File: src/rtl/jdvf_pkg.sv
package jdvf_pkg;

  localparam int unsigned SampleW    = 10;
  localparam int unsigned VoteW      = 8;
  localparam int unsigned KeyW       = 4;
  localparam int unsigned RegionCnt  = 9;
  localparam int unsigned RegionW    = 4;

  // window bounds
  localparam logic [SampleW-1:0] LimLo    = 10'd200;
  localparam logic [SampleW-1:0] LimMidLo = 10'd400;
  localparam logic [SampleW-1:0] LimRtLo  = 10'd450;
  localparam logic [SampleW-1:0] LimMidHi = 10'd600;
  localparam logic [SampleW-1:0] LimHiLo  = 10'd800;
  localparam logic [SampleW-1:0] LimHiHi  = 10'd900;

  localparam logic [VoteW-1:0] VoteMax        = 8'hFF;
  localparam logic [VoteW-1:0] ThresholdReset = 8'd50;

  // key bit positions
  localparam int unsigned KeyLeft  = 0;
  localparam int unsigned KeyDown  = 1;
  localparam int unsigned KeyUp    = 2;
  localparam int unsigned KeyRight = 3;

  // counter index order
  typedef enum logic [RegionW-1:0] {
    REG_LEFT  = 4'd0,
    REG_DOWN  = 4'd1,
    REG_UP    = 4'd2,
    REG_RIGHT = 4'd3,
    REG_LD    = 4'd4,
    REG_LU    = 4'd5,
    REG_RU    = 4'd6,
    REG_RD    = 4'd7,
    REG_NONE  = 4'd8
  } region_t;

  typedef struct packed {
    logic [KeyW-1:0] keys;
    logic            decided;
  } vote_res_t;

  function automatic logic [KeyW-1:0] region_keys(input logic [RegionW-1:0] r);
    logic [KeyW-1:0] k;
    k = '0;
    unique case (r)
      REG_LEFT:  k[KeyLeft] = 1'b1;
      REG_DOWN:  k[KeyDown] = 1'b1;
      REG_UP:    k[KeyUp] = 1'b1;
      REG_RIGHT: k[KeyRight] = 1'b1;
      REG_LD: begin
        k[KeyLeft] = 1'b1;
        k[KeyDown] = 1'b1;
      end
      REG_LU: begin
        k[KeyLeft] = 1'b1;
        k[KeyUp] = 1'b1;
      end
      REG_RU: begin
        k[KeyUp] = 1'b1;
        k[KeyRight] = 1'b1;
      end
      REG_RD: begin
        k[KeyRight] = 1'b1;
        k[KeyDown] = 1'b1;
      end
      default: k = '0;
    endcase
    return k;
  endfunction

endpackage

File: src/rtl/jdvf_classify.sv
module jdvf_classify
  import jdvf_pkg::*;
(
  input  logic [SampleW-1:0] x_sample,
  input  logic [SampleW-1:0] y_sample,
  output region_t            region
);

  logic x_lo, x_up, x_rt, x_rd, x_dn;
  logic y_lo, y_left, y_right, y_rd, y_ld;

  assign x_lo    = x_sample < LimLo;
  assign x_up    = (x_sample > LimLo) && (x_sample < LimMidHi);
  assign x_rt    = x_sample > LimHiLo;
  assign x_rd    = x_sample > LimHiHi;
  assign x_dn    = (x_sample > LimRtLo) && (x_sample < LimMidHi);
  assign y_lo    = y_sample < LimLo;
  assign y_left  = (y_sample > LimMidLo) && (y_sample < LimMidHi);
  assign y_right = (y_sample > LimRtLo) && (y_sample < LimMidHi);
  assign y_rd    = y_sample > LimHiHi;
  assign y_ld    = y_sample > LimHiLo;

  // first matching window wins
  always_comb begin
    priority if (x_lo && y_left) region = REG_LEFT;
    else if (x_lo && y_lo)       region = REG_LU;
    else if (x_up && y_lo)       region = REG_UP;
    else if (x_rt && y_lo)       region = REG_RU;
    else if (x_rt && y_right)    region = REG_RIGHT;
    else if (x_rd && y_rd)       region = REG_RD;
    else if (x_dn && y_rd)       region = REG_DOWN;
    else if (x_lo && y_ld)       region = REG_LD;
    else                         region = REG_NONE;
  end

endmodule

File: src/rtl/jdvf_vote.sv
module jdvf_vote
  import jdvf_pkg::*;
(
  input  logic             clk,
  input  logic             rst_n,
  input  logic             step,
  input  region_t          region,
  input  logic [VoteW-1:0] threshold,
  output vote_res_t        res
);

  logic [VoteW-1:0] votes_r   [RegionCnt];
  logic [VoteW-1:0] votes_inc [RegionCnt];
  logic [KeyW-1:0]  keys_r, keys_nxt;
  logic [RegionCnt-1:0] hit;
  logic [RegionW-1:0]   win;
  logic [VoteW-1:0]     thr;

  assign thr = (threshold == '0) ? VoteW'(1) : threshold;

  always_comb begin
    for (int i = 0; i < RegionCnt; i++) begin
      votes_inc[i] = votes_r[i];
      if ((RegionW'(i) == region) && (votes_r[i] != VoteMax)) begin
        votes_inc[i] = votes_r[i] + VoteW'(1);
      end
      hit[i] = votes_inc[i] >= thr;
    end
  end

  // lowest index among qualifying counters
  always_comb begin
    win = '0;
    for (int i = RegionCnt - 1; i >= 0; i--) begin
      if (hit[i]) win = RegionW'(i);
    end
  end

  assign keys_nxt    = (|hit) ? region_keys(win) : keys_r;
  assign res.keys    = keys_nxt;
  assign res.decided = |hit;

  always_ff @(posedge clk) begin
    if (!rst_n) begin
      keys_r <= '0;
      for (int i = 0; i < RegionCnt; i++) votes_r[i] <= '0;
    end else if (step) begin
      keys_r <= keys_nxt;
      for (int i = 0; i < RegionCnt; i++) begin
        votes_r[i] <= (|hit) ? '0 : votes_inc[i];
      end
    end
  end

endmodule

File: src/rtl/joystick_direction_vote_filter.sv
// Joystick direction vote filter. Each request carries one 10-bit x,y
// sample; the block places it in one of nine regions (four directions, four
// diagonals, none) and bumps that region's vote counter. When any counter
// reaches cfg_vote_threshold (0 acts as 1) all counters clear and the four
// key outputs are rewritten; otherwise the keys hold. Exactly one result
// request per input request, in order. Throughput is one sample per clock
// while the result side does not stall; the only loop is the counter bank
// update. A sample passes the input register, then the result register, and
// is held in the input register while the result side stalls.
module joystick_direction_vote_filter
  import jdvf_pkg::*;
(
  input  logic               clk,
  input  logic               rst_n,
  input  logic               in_valid,
  output logic               in_ready,
  input  logic [SampleW-1:0] in_x_sample,
  input  logic [SampleW-1:0] in_y_sample,
  output logic               out_valid,
  input  logic               out_ready,
  output logic               out_left_pressed,
  output logic               out_down_pressed,
  output logic               out_up_pressed,
  output logic               out_right_pressed,
  output logic               out_decided,
  input  logic               cfg_valid,
  output logic               cfg_ready,
  input  logic [VoteW-1:0]   cfg_vote_threshold
);

  logic               s1_valid_r;
  logic [SampleW-1:0] s1_x_r, s1_y_r;
  logic               out_valid_r;
  vote_res_t          out_res_r;
  logic [VoteW-1:0]   thr_r;
  logic               advance;
  region_t            region;
  vote_res_t          res;

  // result register frees up when empty or being taken
  assign advance   = s1_valid_r && (!out_valid_r || out_ready);
  assign in_ready  = !s1_valid_r || advance;
  assign cfg_ready = 1'b1;

  always_ff @(posedge clk) begin
    if (!rst_n) begin
      thr_r <= ThresholdReset;
    end else if (cfg_valid) begin
      thr_r <= cfg_vote_threshold;
    end
  end

  // input register
  always_ff @(posedge clk) begin
    if (!rst_n) begin
      s1_valid_r <= 1'b0;
    end else if (in_ready) begin
      s1_valid_r <= in_valid;
    end
  end

  always_ff @(posedge clk) begin
    if (in_valid && in_ready) begin
      s1_x_r <= in_x_sample;
      s1_y_r <= in_y_sample;
    end
  end

  jdvf_classify u_classify (
    .x_sample (s1_x_r),
    .y_sample (s1_y_r),
    .region   (region)
  );

  // counters and keys commit only when the sample moves to the result reg
  jdvf_vote u_vote (
    .clk       (clk),
    .rst_n     (rst_n),
    .step      (advance),
    .region    (region),
    .threshold (thr_r),
    .res       (res)
  );

  // result register
  always_ff @(posedge clk) begin
    if (!rst_n) begin
      out_valid_r <= 1'b0;
    end else if (advance) begin
      out_valid_r <= 1'b1;
    end else if (out_ready) begin
      out_valid_r <= 1'b0;
    end
  end

  always_ff @(posedge clk) begin
    if (advance) out_res_r <= res;
  end

  assign out_valid         = out_valid_r;
  assign out_left_pressed  = out_res_r.keys[KeyLeft];
  assign out_down_pressed  = out_res_r.keys[KeyDown];
  assign out_up_pressed    = out_res_r.keys[KeyUp];
  assign out_right_pressed = out_res_r.keys[KeyRight];
  assign out_decided       = out_res_r.decided;

endmodule
File: config.mk
export PLATFORM = sky130hd
export DESIGN_NAME = joystick_direction_vote_filter
export DESIGN_NICKNAME = d
export VERILOG_FILES = /design/src/rtl/jdvf_pkg.sv /design/src/rtl/jdvf_classify.sv /design/src/rtl/jdvf_vote.sv /design/src/rtl/joystick_direction_vote_filter.sv
export SDC_FILE = /design/constraint.sdc
export NUM_CORES = 1
export LEC_CHECK = 0
export BUFFER_PORTS_ARGS = -buffer_cell sky130_fd_sc_hd__clkbuf_2
export CAP_MARGIN = 15
export CORE_MARGIN = 4
export CORE_UTILIZATION = 60
export DETAILED_ROUTE_END_ITERATION = 6
export PLACE_DENSITY_LB_ADDON = 0.1
export SYNTH_ARGS = -nofsm -noshare
export SYNTH_HDL_FRONTEND = slang
export SYNTH_SLANG_ARGS = --single-unit
File: constraint.sdc
create_clock -name clk -period 5.13 [get_ports clk]
set_clock_uncertainty 0.1 [all_clocks]
set_input_delay 0.2565 -clock clk [delete_from_list [all_inputs] [get_ports clk]]
set_output_delay 0.2565 -clock clk [all_outputs]
set_load 0.02 [all_outputs]
* Yosys cells after proc, flatten, opt, wreduce, memory -nomap -nowiden *
Memory sizes are Yosys's and may differ from the RTL's.
Index checks and enable logic that the tools add are counted.

word-level totals
  register bits = 39
  memory bits (writable) = 72
  input port bits = 33
  output and inout bits = 8
  logic and storage cells = 164
  memories kept = 1

memories
  memory          depth  width  read ports  clocked after memory_dff  wr ports  line             RTL
  u_vote.votes_r  9      8      9           0                         9         jdvf_vote.sv:12  logic [VoteW-1:0] votes_r [RegionCnt];

operators by class
  add/sub/neg operators = 9
  magnitude comparators = 21
  eq/ne operators = 24
  muxes and demuxes = 56
  bitwise logic cells = 9
  reductions and logical operators = 36

operators with widths
  operator              number
  $mux 8                28
  $add 8x1->8 const B   9
  $ge 8x8->1            9
  $mux 4                18
  $ne 8x8->1 const B    9
  $gt 10x10->1 const B  4
  $gt 10x9->1 const B   3
  $logic_and 1x1->1     23
  $lt 10x10->1 const B  2
  $lt 10x8->1 const B   2
  $eq 3x4->1 const A    4
  $eq 4x3->1 const B    4
  $reduce_or 3->1       4
  $gt 10x8->1 const B   1
  $mux 1                10
  $or 1x1->1            9
  $reduce_or 9->1       1
  $eq 2x4->1 const A    2
  $eq 4x2->1 const B    2
  $logic_not 4->1       2
  $logic_not 8->1       1
  $eq 1x4->1 const A    1
  $eq 4x1->1 const B    1
  $eq 4x4->1 const A    1
  other kinds (3)       5

* Longest topological paths before layout *
Gate-level depths: netlist (run 1).

  word-level depth = 27
  depth in mapped cells = 16

* Cells and area by module *
From an unflattened synthesis (run 1), not the netlist that was laid out.

unflattened totals
  cells, all modules = 683
  area total of the unflattened synthesis = 7667.4 um^2

by module, submodules not included
  module                          instances  cells an instance  area each (um^2)  seq. area each (um^2)
  jdvf_vote                       1          564                6162.2            2242.2
  joystick_direction_vote_filter  1          62                 1144.8            950.9
  jdvf_classify                   1          57                 360.3             0.0

* Worst setup path before layout (run 1) *
Ideal clock, no wire load.

  path kind = register to register
  from = register s1_x_r[3]
  to = memory u_vote.votes_r[0][5] (data pin)
  data arrival time = 3.761 ns
  required time = 4.890 ns
  path slack = 1.129 ns
  cell stages (with the launch flop) = 16
  clock period less this slack = 4.001 ns
  cell sequence = edfxtp_1 > a21o_1 > a211oi_1 > o2bb2ai_1 > a311oi_1 > nand2_1 > xnor2_1 > ha_1 > a211oi_1 > o21ai_0 > a41oi_1 > nand3_1 > nor4_4 > nand3_4 > buf_6 > nor2b_1

RTL lines
  what                    line                                  RTL
  start, declared         joystick_direction_vote_filter.sv:32  logic [SampleW-1:0] s1_x_r, s1_y_r;
  start signal, assigned  joystick_direction_vote_filter.sv:64  s1_x_r <= in_x_sample;
  end, declared           jdvf_vote.sv:12

==> results of run 1 <==
## cell usage after synthesis (all sizes together) (2+ instances only)
master    n
o211a     2
o21a      7
xnor2    38
inv      24
and3     11
a41o      4
o2bb2ai   3
mux2      5
nor4     10
buf       9
edfxtp   97
nand4    15
dfxtp    14
a21bo     2
xor2     22
o31ai     3
a211oi    8
a311oi    2
o211ai    7
mux2i     7
nor2b    72
a31oi     3
clkbuf    3
and2      6
a41oi     7
nor2     31
ha       81
o311ai    3
nand2    64
a2111oi   5
a21o     10
o2111ai   4
nand2b    8
a21oi    23
nor3b     3
and4      3
nand3b    3
nor3     19
nand3    30
o21ai    16
## power by group through the flow
stage | Sequential, mW | Combinational (mW) | Clock, mW
3_5_place_dp | 1.10 | 0.335 | 0
3_3_place_gp | 1.10 | 0.320 | 0
6_report | 1.08 | 0.351 | 0.706
4_1_cts | 1.08 | 0.350 | 0.719
2_1_floorplan | 1.09 | 0.239 | 0
5_1_grt | 1.09 | 0.395 | 0.757
## registers in the layout (all words and copies together) (netlist names)
signal	flops
u_vote.votes_r	72
s1_x_r	10
s1_y_r	10
thr_r	8
u_vote.keys_r	4
out_decided	1
out_down_pressed	1
out_left_pressed	1
out_right_pressed	1
out_up_pressed	1
out_valid	1
s1_valid_r	1
## worst max-delay path, cell delays in order, from the launching register on
cell	delay [ns]
edfxtp_1	0.47
a21o_1	0.25
a211oi_1	0.27
o2bb2ai_1	0.19
a311oi_1	0.29
buf_4	0.19
nand2_1	0.07
xnor2_1	0.22
ha_1	0.29
a211oi_1	0.24
o21ai_0	0.14
a41oi_1	0.59
nand3_1	0.24
nor4_4	0.45
nand3_4	0.10
buf_4	0.28
nor2b_1	0.17
## metrics by stage
stage               power [mW]  setup WS [ns]  cells
floorplan                1.333          1.129    700
finish                   2.138         0.3957    940
global placement         1.417         0.7032    901
detailed placement       1.434         0.4722    901
global route             2.239       0.005734    940
CTS                      2.149         0.4402    938
## logic make-up after synthesis
kind of cell	count (synthesis)	synth area share [%]
fa+ha+maj	81	13.42
buf+inv	36	2.552
other cells	1	0.04967
compound gates	120	12.28
flops	111	42.29
simple gates	279	20.72
mux	12	1.724
xor+xnor	60	6.961
## path summary, 6_finish.rpt
| path | from | end | slack (ns) | depth (start not counted) |
|---|---|---|---|---|
| min reg2reg | u_vote.keys_r[1]$_SDFFE_PN0P_ | u_vote.keys_r[1]$_SDFFE_PN0P_ | 0.38 | 2 |
| min | cfg_vote_threshold[1] | thr_r[1]$_SDFFE_PN1P_ | 0.01 | 3 |
| max | s1_x_r[3]$_DFFE_PP_ | u_vote.votes_r[1][4]$_SDFFCE_PP0P_ | 0.40 | 16 |
| max reg2reg | s1_x_r[3]$_DFFE_PP_ | u_vote.votes_r[1][4]$_SDFFCE_PP0P_ | 0.40 | 16 |
## what timing repair did
item	CTS	global route
resized for setup	0	1
hold endpoints to repair	21	0
hold buffers	21	0
buffers inserted	0	2
endpoints found under the setup margin	0	37
## area by class of cell
cell class | count | share of cell area [%]
clock inverter | 6 | 0.5792
inverter | 24 | 1.069
timing repair buffer | 68 | 5.524
clock buffer | 10 | 2.970
multi-input combinational | 553 | 49.47
tap | 168 | 2.495
sequential | 111 | 37.90
## metal layers
metal	wire length (um)	share of wire, %	vias to the layer above	GRT usage [%]
met5	0	0	-	0
met4	143	0.88	0	5.225
met3	742	4.6	12	5.005
met2	8174	50	123	40.99
met1	7211	44	2677	31.07
li1	-	-	2757	-
==> results.yml, run 1 <==
run_status:
  outcome: "finished, final reports clean"
clocking:
  cts_buffers: 9
  insertion_delay_ns: 0.36
  clock_sinks: 111
  cts_tree: "yes"
  cts-root-buf: "clkbuf_16"
  htree_levels: 3
  clock_path_buffers: 2
  path_clk_slew_ns: 0.07
cells_and_area:
  fillers: 928
  seqCellArea_um2: 3193
  antenna_cells: 0
  fin_area_um2: 8426
  layout_common_cells: "edfxtp_1 (97), ha_1 (81), nor2b_1 (64), nand2_1 (62), clkbuf_2 (39)"
  area_delta_synth_final_pct: 11.60
  post-route-util_pct: 69.28
  layout_commonest_cell: "edfxtp_1"
  nets: 881
  drive_gt1_share_pct: 13.08
  multiInputGateArea_um2: 4168
yosys:
  synth-edff-count: 97
  syn-num-nets: 814
  synth.area.top_cells: "edfxtp_1 (39%), ha_1 (13%), nor2b_1 (5.3%), xnor2_1 (4.4%), dfxtp_1 (3.7%)"
  yosysUniqueCellTypes: 75
  synth-main-ff-cell: "edfxtp_1"
  ys_warn_count: 0
  syn_area_um2: 7550
  synthArstFlopShare_pct: 0
  ys_ff_latch: 111
  synth_cells: 700
  synth_top_cell_by_area: "edfxtp_1"
  synth_top_area_share_pct: 38.58
  syn_area_per_cell_um2: 10.79
  yosysSeqAreaShare_pct: 42.29
global_routing:
  grt_pass1_wl_um: 27260
  grt_usage_pct: 23.82
  gr-total-overflow: 0
  grt_max_degree: 40
  grt_pass1_vias: 5529
  antenna_found_initial: 0
critical_path:
  cp_max_fo: 37
  path_class: "reg -> reg"
  crit_arrival_ns: 4.85
  required_ns: 5.25
  worst_setup_path_end_kind: "flop"
  start_kind: "flop"
pwr:
  p_clk_share_pct: 33.0
  intPower_mw: 1.549
  ir_worst_vdd_mv: 0.2367
  p_per_area_nw_per_um2: 253.7
  cellLeakagePower_nw: 3.358
  p_seq_share_pct: 50.5
  p_comb_share_pct: 16.4
  power.switching_uw: 589.1
  p_sw_share_pct: 27.55
sta:
  hold_ws_ns: 0.01230
  timing.final.max_slew_violations: 0
  finalCriticalPeriod_ns: 4.734
  tightestPinTransition_ns: 0.9704
  fin_crit_sh_pct: 92.29
  fin_setup_tns_ns: 0
  slew_headroom_pct: 35.07
  grt_setup_unrepaired: "no"
  hold_viol_final: 0
  fmaxAchievable_ghz: 0.2112
  setup-violations-final: 0
place:
  placed_area_um2: 7900
  routabilityCongestion: 0.8699
  portBuffers: 39
  hpwl_um: 11840
worst_hold_path:
  hold_path.class: "in -> reg"
die:
  rows: 40
  die_h_um: 120.2
  core_area_um2: 12160
  io_pins: 41
  die_area_um2: 14440
  start_util_pct: 62.08
  die_w_um: 120.2
drt:
  vias: 5569
  ant_nets: 0
  wl_per_cell_um: 17.31
  via_per_inst: 5.924
  drc_errors: 0
  first_pass_iters: 5
  wirelength_um: 16270
  drtIter0Drc: 369
job:
  max_cap_violations: 0
No activity file was read; power rests on OpenSTA's default activity.
==> run 2: changes to the inputs <==
--- a/config.mk
+++ b/config.mk
@@ -5,6 +5,7 @@
 export SDC_FILE = /design/constraint.sdc
 export NUM_CORES = 1
 export LEC_CHECK = 0
+export ABC_AREA = 1
 export BUFFER_PORTS_ARGS = -buffer_cell sky130_fd_sc_hd__clkbuf_2
 export CAP_MARGIN = 15
 export CORE_MARGIN = 4
@@ -13,4 +14,5 @@
 export PLACE_DENSITY_LB_ADDON = 0.1
 export SYNTH_ARGS = -nofsm -noshare
 export SYNTH_HDL_FRONTEND = slang
+export SYNTH_HIERARCHICAL = 1
 export SYNTH_SLANG_ARGS = --single-unit
==> results.yml, run 2 <==
run_status:
  outcome: "finished, final reports clean"
place:
  portBuffers: 39
  placed_area_um2: 8637
  routabilityCongestion: 0.8284
  hpwl_um: 12150
  dp.cells: 1203
  pre_cts_ws_ns: 0.1385
yosys:
  syn_area_um2: 8293
  syn-num-nets: 1108
  yosysUniqueCellTypes: 51
  synth_top_cell_by_area: "edfxtp_1"
  synth_top_area_share_pct: 35.12
  synthTopCellsByCount: "inv_1 (171), nand2_1 (158), nor2_1 (147)"
  ys_warn_count: 6
  synth-main-ff-cell: "edfxtp_1"
  yosysMostFrequentCell: "inv_1"
  synth-edff-count: 97
  yosysSeqAreaShare_pct: 38.50
  synthArstFlopShare_pct: 0
  ys_ff_latch: 111
  synth.area.top_cells: "edfxtp_1 (35%), ha_1 (12%), inv_1 (7.7%), nand2_1 (7.2%), nor2_1 (6.7%)"
  syn_area_per_cell_um2: 8.343
  synth_cells: 994
cells_and_area:
  fin_area_um2: 9206
  nets: 1178
  top_regs: "u_vote/votes_r x72, s1_x_r x10, s1_y_r x10"
  layout_commonest_cell: "inv_1"
  largest_reg_flops: 72
  regMostFlops: "u_vote/votes_r"
  fillers: 1117
  area_delta_synth_final_pct: 11.01
  final_cells: 1245
  drive_gt1_share_pct: 13.75
  layout_common_cells: "inv_1 (171), nand2_1 (157), nor2_1 (146), edfxtp_1 (97), ha_1 (81)"
  antenna_cells: 0
critical_path:
  path_class: "reg -> reg"
  crit_arrival_ns: 4.81
  start_kind: "flop"
  critPathMostFrequentCell: "nor2_1"
  worst_setup_path_end_kind: "flop"
  crit_family: "simple AND/OR/NAND/NOR gates"
  cp_max_fo: 27
  path_buf_inv: 5
  slowest_stage: "edfxtp_1"
  required_ns: 5.25
  slowest_delay_ns: 0.49
sta:
  timing.final.max_slew_violations: 0
  grt_setup_unrepaired: "no"
  hold_viol_final: 0
  fin_setup_tns_ns: 0
  slew_headroom_pct: 32.45
  setup-violations-final: 0
  tightestPinTransition_ns: 1.013
  setup_ws_ns: 0.4394
  finalCriticalPeriod_ns: 4.691
  fin_crit_sh_pct: 91.44
  fmaxAchievable_ghz: 0.2132
clocking:
  clock_sinks: 111
  cts_tree: "yes"
  insertion_delay_ns: 0.36
  cts_buffers: 9
  path_clk_slew_ns: 0.07
  clock_path_buffers: 2
  cts-root-buf: "clkbuf_16"
  htree_levels: 3
global_routing:
  grt_pass1_wl_um: 28640
  gr-total-overflow: 0
  grt_pass1_vias: 6185
  antenna_found_initial: 0
  grt_usage_pct: 22.31
  grt_max_degree: 75
die:
  core_area_um2: 13400
  rows: 42
  die_h_um: 125.6
  die_area_um2: 15770
  io_pins: 41
  die_w_um: 125.6
  start_util_pct: 61.89
pwr:
  cellLeakagePower_nw: 4.283
  p_per_area_nw_per_um2: 243.0
  ir_worst_vdd_mv: 0.2575
  total_power_mw: 2.237
job:
  max_cap_violations: 0
drt:
  vias: 6475
  wl_per_cell_um: 13.87
  ant_nets: 0
  drc_errors: 0
  first_pass_iters: 6
  via_per_inst: 5.201
  drtIter0Drc: 489
  wirelength_um: 17270
worst_hold_path:
  hold_path.class: "in -> reg"
run 2: path summary, 6_finish.rpt:
kind,from,end,slack [ns],cells past startpoint
min,cfg_vote_threshold[1],thr_r[1]$_SDFFE_PN1P_,0.01,3
min reg2reg,thr_r[5]$_SDFFE_PN1P_,thr_r[5]$_SDFFE_PN1P_,0.37,2
max reg2reg,s1_y_r[8]$_DFFE_PP_,u_vote/votes_r[0][4]$_SDFFCE_PP0P_,0.44,26
max,s1_y_r[8]$_DFFE_PP_,u_vote/votes_r[0][4]$_SDFFCE_PP0P_,0.44,26
run 2: per-stage QoR:
step	utilization (%)	hold slack, ns
2_1_floorplan	-	0.2554
3_3_place_gp	64.45	0.3333
3_5_place_dp	64.45	0.3351
4_1_cts	68.25	0.001888
5_1_grt	68.70	0.01005
6_report	68.70	0.01234
run 2: layer usage:
metal	global-route usage [%]	vias up	part of all wire (%)
met5	0	-	0
met4	6.378	0	1.9
met3	4.691	25	4.7
met2	37.19	142	47
met1	29.47	2942	46
li1	-	3366	-
run 2: layout make-up:
cell class	count	area, um2	area share (%)
clock buffer	11	264.0	2.868
clock inverter	5	35.03	0.3805
inverter	189	719.4	7.815
multi-input combinational	684	4302	46.72
sequential	111	3193	34.68
tap	176	220.2	2.392
timing repair buffer	69	473.0	5.137
run 2: logic make-up after synthesis:
logic type	Yosys count	share of synthesized area [%]
AO/OA/AOI/OAI	74	5.764
flip-flops	111	38.50
buffers and inverters	200	10.05
adder cells (fa/ha/maj)	81	12.22
XOR/XNOR	61	6.624
other	1	0.04522
AND/OR/NAND/NOR	466	26.80
run 2: report_power, final:
| part | leakage [nW] | internal [mW] | switching [mW] |
|---|---|---|---|
| registers | 1.12 | 1.04 | 0.0434 |
| clock network | 0.152 | 0.375 | 0.330 |
| logic | 3.01 | 0.163 | 0.287 |
| total | 4.28 | 1.58 | 0.660 |
run 2: repair_timing:
item,CTS,global route
gates resized for setup,0,4
setup buffers,0,4
endpoints found under the hold margin,21,0
hold buffers,21,0
endpoints found under the setup margin,0,73
run 2: tightest hold or removal path, cell delays in order:
cell and delay [ns]:
clkbuf_2 0.07, nand2_1 0.04, nand3_1 0.07
==> run 3: changes to the inputs <==
--- a/config.mk
+++ b/config.mk
@@ -9,7 +9,7 @@
 export BUFFER_PORTS_ARGS = -buffer_cell sky130_fd_sc_hd__clkbuf_2
 export CAP_MARGIN = 15
 export CORE_MARGIN = 4
-export CORE_UTILIZATION = 60
+export CORE_UTILIZATION = 30
 export DETAILED_ROUTE_END_ITERATION = 6
 export PLACE_DENSITY_LB_ADDON = 0.1
 export SYNTH_ARGS = -nofsm -noshare
==> results.yml, run 3 (synthesis gave the netlist of run 2 again) <==
drt:
  ant_nets: 0
  drc_errors: 0
  via_per_inst: 4.401
  vias: 6399
  wirelength_um: 19430
  drtIter0Drc: 359
  wl_per_cell_um: 13.36
  first_pass_iters: 5
pwr:
  p_per_area_nw_per_um2: 237.7
  p_comb_share_pct: 20.5
  cellLeakagePower_nw: 4.367
  p_sw_share_pct: 31.04
  power.switching_uw: 711.3
  intPower_mw: 1.580
  ir_worst_vdd_mv: 0.1240
  p_clk_share_pct: 32.4
  p_seq_share_pct: 47.2
critical_path:
  slowest_stage: "edfxtp_1"
  cp_max_fo: 17
  worst_setup_path_end_kind: "flop"
  required_ns: 5.23
  r2r_cells: 27
  rr_endpoint: "u_vote/votes_r[0][60]$_SDFFCE_PP0P_"
  slowest_delay_ns: 0.44
  reg2reg_slack_ns: 0.43
  start_kind: "flop"
  path_class: "reg -> reg"
  crit_arrival_ns: 4.80
  r2r_start: "s1_x_r[5]$_DFFE_PP_"
cells_and_area:
  top_regs: "u_vote/votes_r x72, s1_x_r x10, s1_y_r x10"
  final_cells: 1454
  area_delta_synth_final_pct: 16.23
  largest_reg_flops: 72
  layout_commonest_cell: "inv_1"
  fillers: 2844
  nets: 1191
  regMostFlops: "u_vote/votes_r"
  antenna_cells: 0
  layout_common_cells: "inv_1 (171), nand2_1 (156), nor2_1 (145), edfxtp_1 (97), ha_1 (81)"
  fin_area_um2: 9639
  drive_gt1_share_pct: 15.06
  post-route-util_pct: 35.57
global_routing:
  gr-total-overflow: 0
  grt_max_degree: 75
  grt_pass1_wl_um: 32040
  antenna_found_initial: 0
  grt_usage_pct: 13.01
  grt_pass1_vias: 6214
sta:
  tightestPinTransition_ns: 0.7428
  fin_crit_sh_pct: 91.66
  timing.final.max_slew_violations: 0
  fmaxAchievable_ghz: 0.2127
  finalCriticalPeriod_ns: 4.702
  slew_headroom_pct: 50.43
  hold_ws_ns: 0.008735
  setup-violations-final: 0
  hold_viol_final: 0
clocking:
  insertion_delay_ns: 0.36
  clock_sinks: 111
  path_clk_slew_ns: 0.08
  cts-root-buf: "clkbuf_16"
  cts_tree: "yes"
  clock_path_buffers: 2
  htree_levels: 3
  cts_buffers: 9
die:
  die_area_um2: 30370
  die_h_um: 174.3
  rows: 60
  die_w_um: 174.3
  start_util_pct: 30.60
  core_area_um2: 27100
  io_pins: 41
run_status:
  outcome: "finished, final reports clean"
job:
  max_cap_violations: 0
place:
  dp.cells: 1401
  routabilityCongestion: 0.7745
  placed_area_um2: 8922
  portBuffers: 39
  hpwl_um: 13860
worst_hold_path:
  whs_path_depth: 3
  hold_path.class: "in -> reg"
  holdCritStartpoint: "cfg_vote_threshold[1]"
  min_to: "thr_r[1]$_SDFFE_PN1P_"
[run 3: worst max-delay path, delay by kind of cell (launching register included)]
| family | cells | cell delay [ns] |
|---|---|---|
| simple gates | 18 | 2.52 |
| flops | 1 | 0.44 |
| xor+xnor | 1 | 0.15 |
| fa+ha+maj | 1 | 0.31 |
| compound gates | 3 | 0.45 |
| buf+inv | 4 | 0.54 |
[run 3: metal layers]
| layer | part of all wire (%) | GRT usage [%] | up-vias | routed length (um) |
|---|---|---|---|---|
| met1 | 50 | 18.29 | 2920 | 9792 |
| met2 | 46 | 21.10 | 66 | 8870 |
| met4 | 1.3 | 3.266 | 0 | 257 |
| met5 | 0 | 0 | - | 0 |
| met3 | 2.6 | 1.892 | 16 | 506 |
| li1 | - | - | 3397 | - |
[run 3: cell type report]
type | instances | area, um2 | area share, %
multi-input combinational | 684 | 4333 | 44.95
sequential | 111 | 3193 | 33.13
inverter | 189 | 719.4 | 7.464
timing repair buffer | 82 | 618.1 | 6.412
tap | 372 | 465.4 | 4.829
clock buffer | 10 | 250.2 | 2.596
clock inverter | 6 | 60.06 | 0.6231
[run 3: worst max path at each step]
stage	depth (start not counted)	startpoint	slack, ns	end
2_1_floorplan	28	s1_y_r[5]$_DFFE_PP_	1.12	out_down_pressed$_DFFE_PP_
3_3_place_gp	31	s1_y_r[5]$_DFFE_PP_	0.08	u_vote/votes_r[0][55]$_SDFFCE_PP0P_
3_5_place_dp	27	s1_x_r[5]$_DFFE_PP_	0.10	u_vote/votes_r[0][55]$_SDFFCE_PP0P_
4_1_cts	29	s1_x_r[5]$_DFFE_PP_	0.08	u_vote/votes_r[0][54]$_SDFFCE_PP0P_
5_1_grt	31	s1_x_r[5]$_DFFE_PP_	-0.01	u_vote/votes_r[0][60]$_SDFFCE_PP0P_
6_report	27	s1_x_r[5]$_DFFE_PP_	0.43	u_vote/votes_r[0][60]$_SDFFCE_PP0P_
[run 3: stage by stage]
step | setup slack, ns | total power, mW | setup TNS, ns
after CTS | 0.08329 | 2.316 | 0
after detailed placement | 0.1022 | 1.542 | 0
after floorplan | 1.123 | 1.417 | 0
after global routing | -0.01103 | 2.440 | -0.01103
after global placement | 0.08383 | 1.544 | 0
final | 0.4280 | 2.292 | 0
[run 3: repair_timing]
action	in CTS	in global routing
setup endpoints to repair	0	73
gates resized for setup	0	10
hold endpoints to repair	22	0
hold buffers	22	0
setup buffers	0	13
[run 3: power groups by stage]
| stage | Combinational (mW) | Clock, mW | Sequential [mW] |
|---|---|---|---|
| 2_1_floorplan | 0.320 | 0 | 1.10 |
| 3_3_place_gp | 0.441 | 0 | 1.10 |
| 3_5_place_dp | 0.439 | 0 | 1.10 |
| 4_1_cts | 0.455 | 0.778 | 1.08 |
| 5_1_grt | 0.543 | 0.807 | 1.09 |
| 6_report | 0.469 | 0.742 | 1.08 |
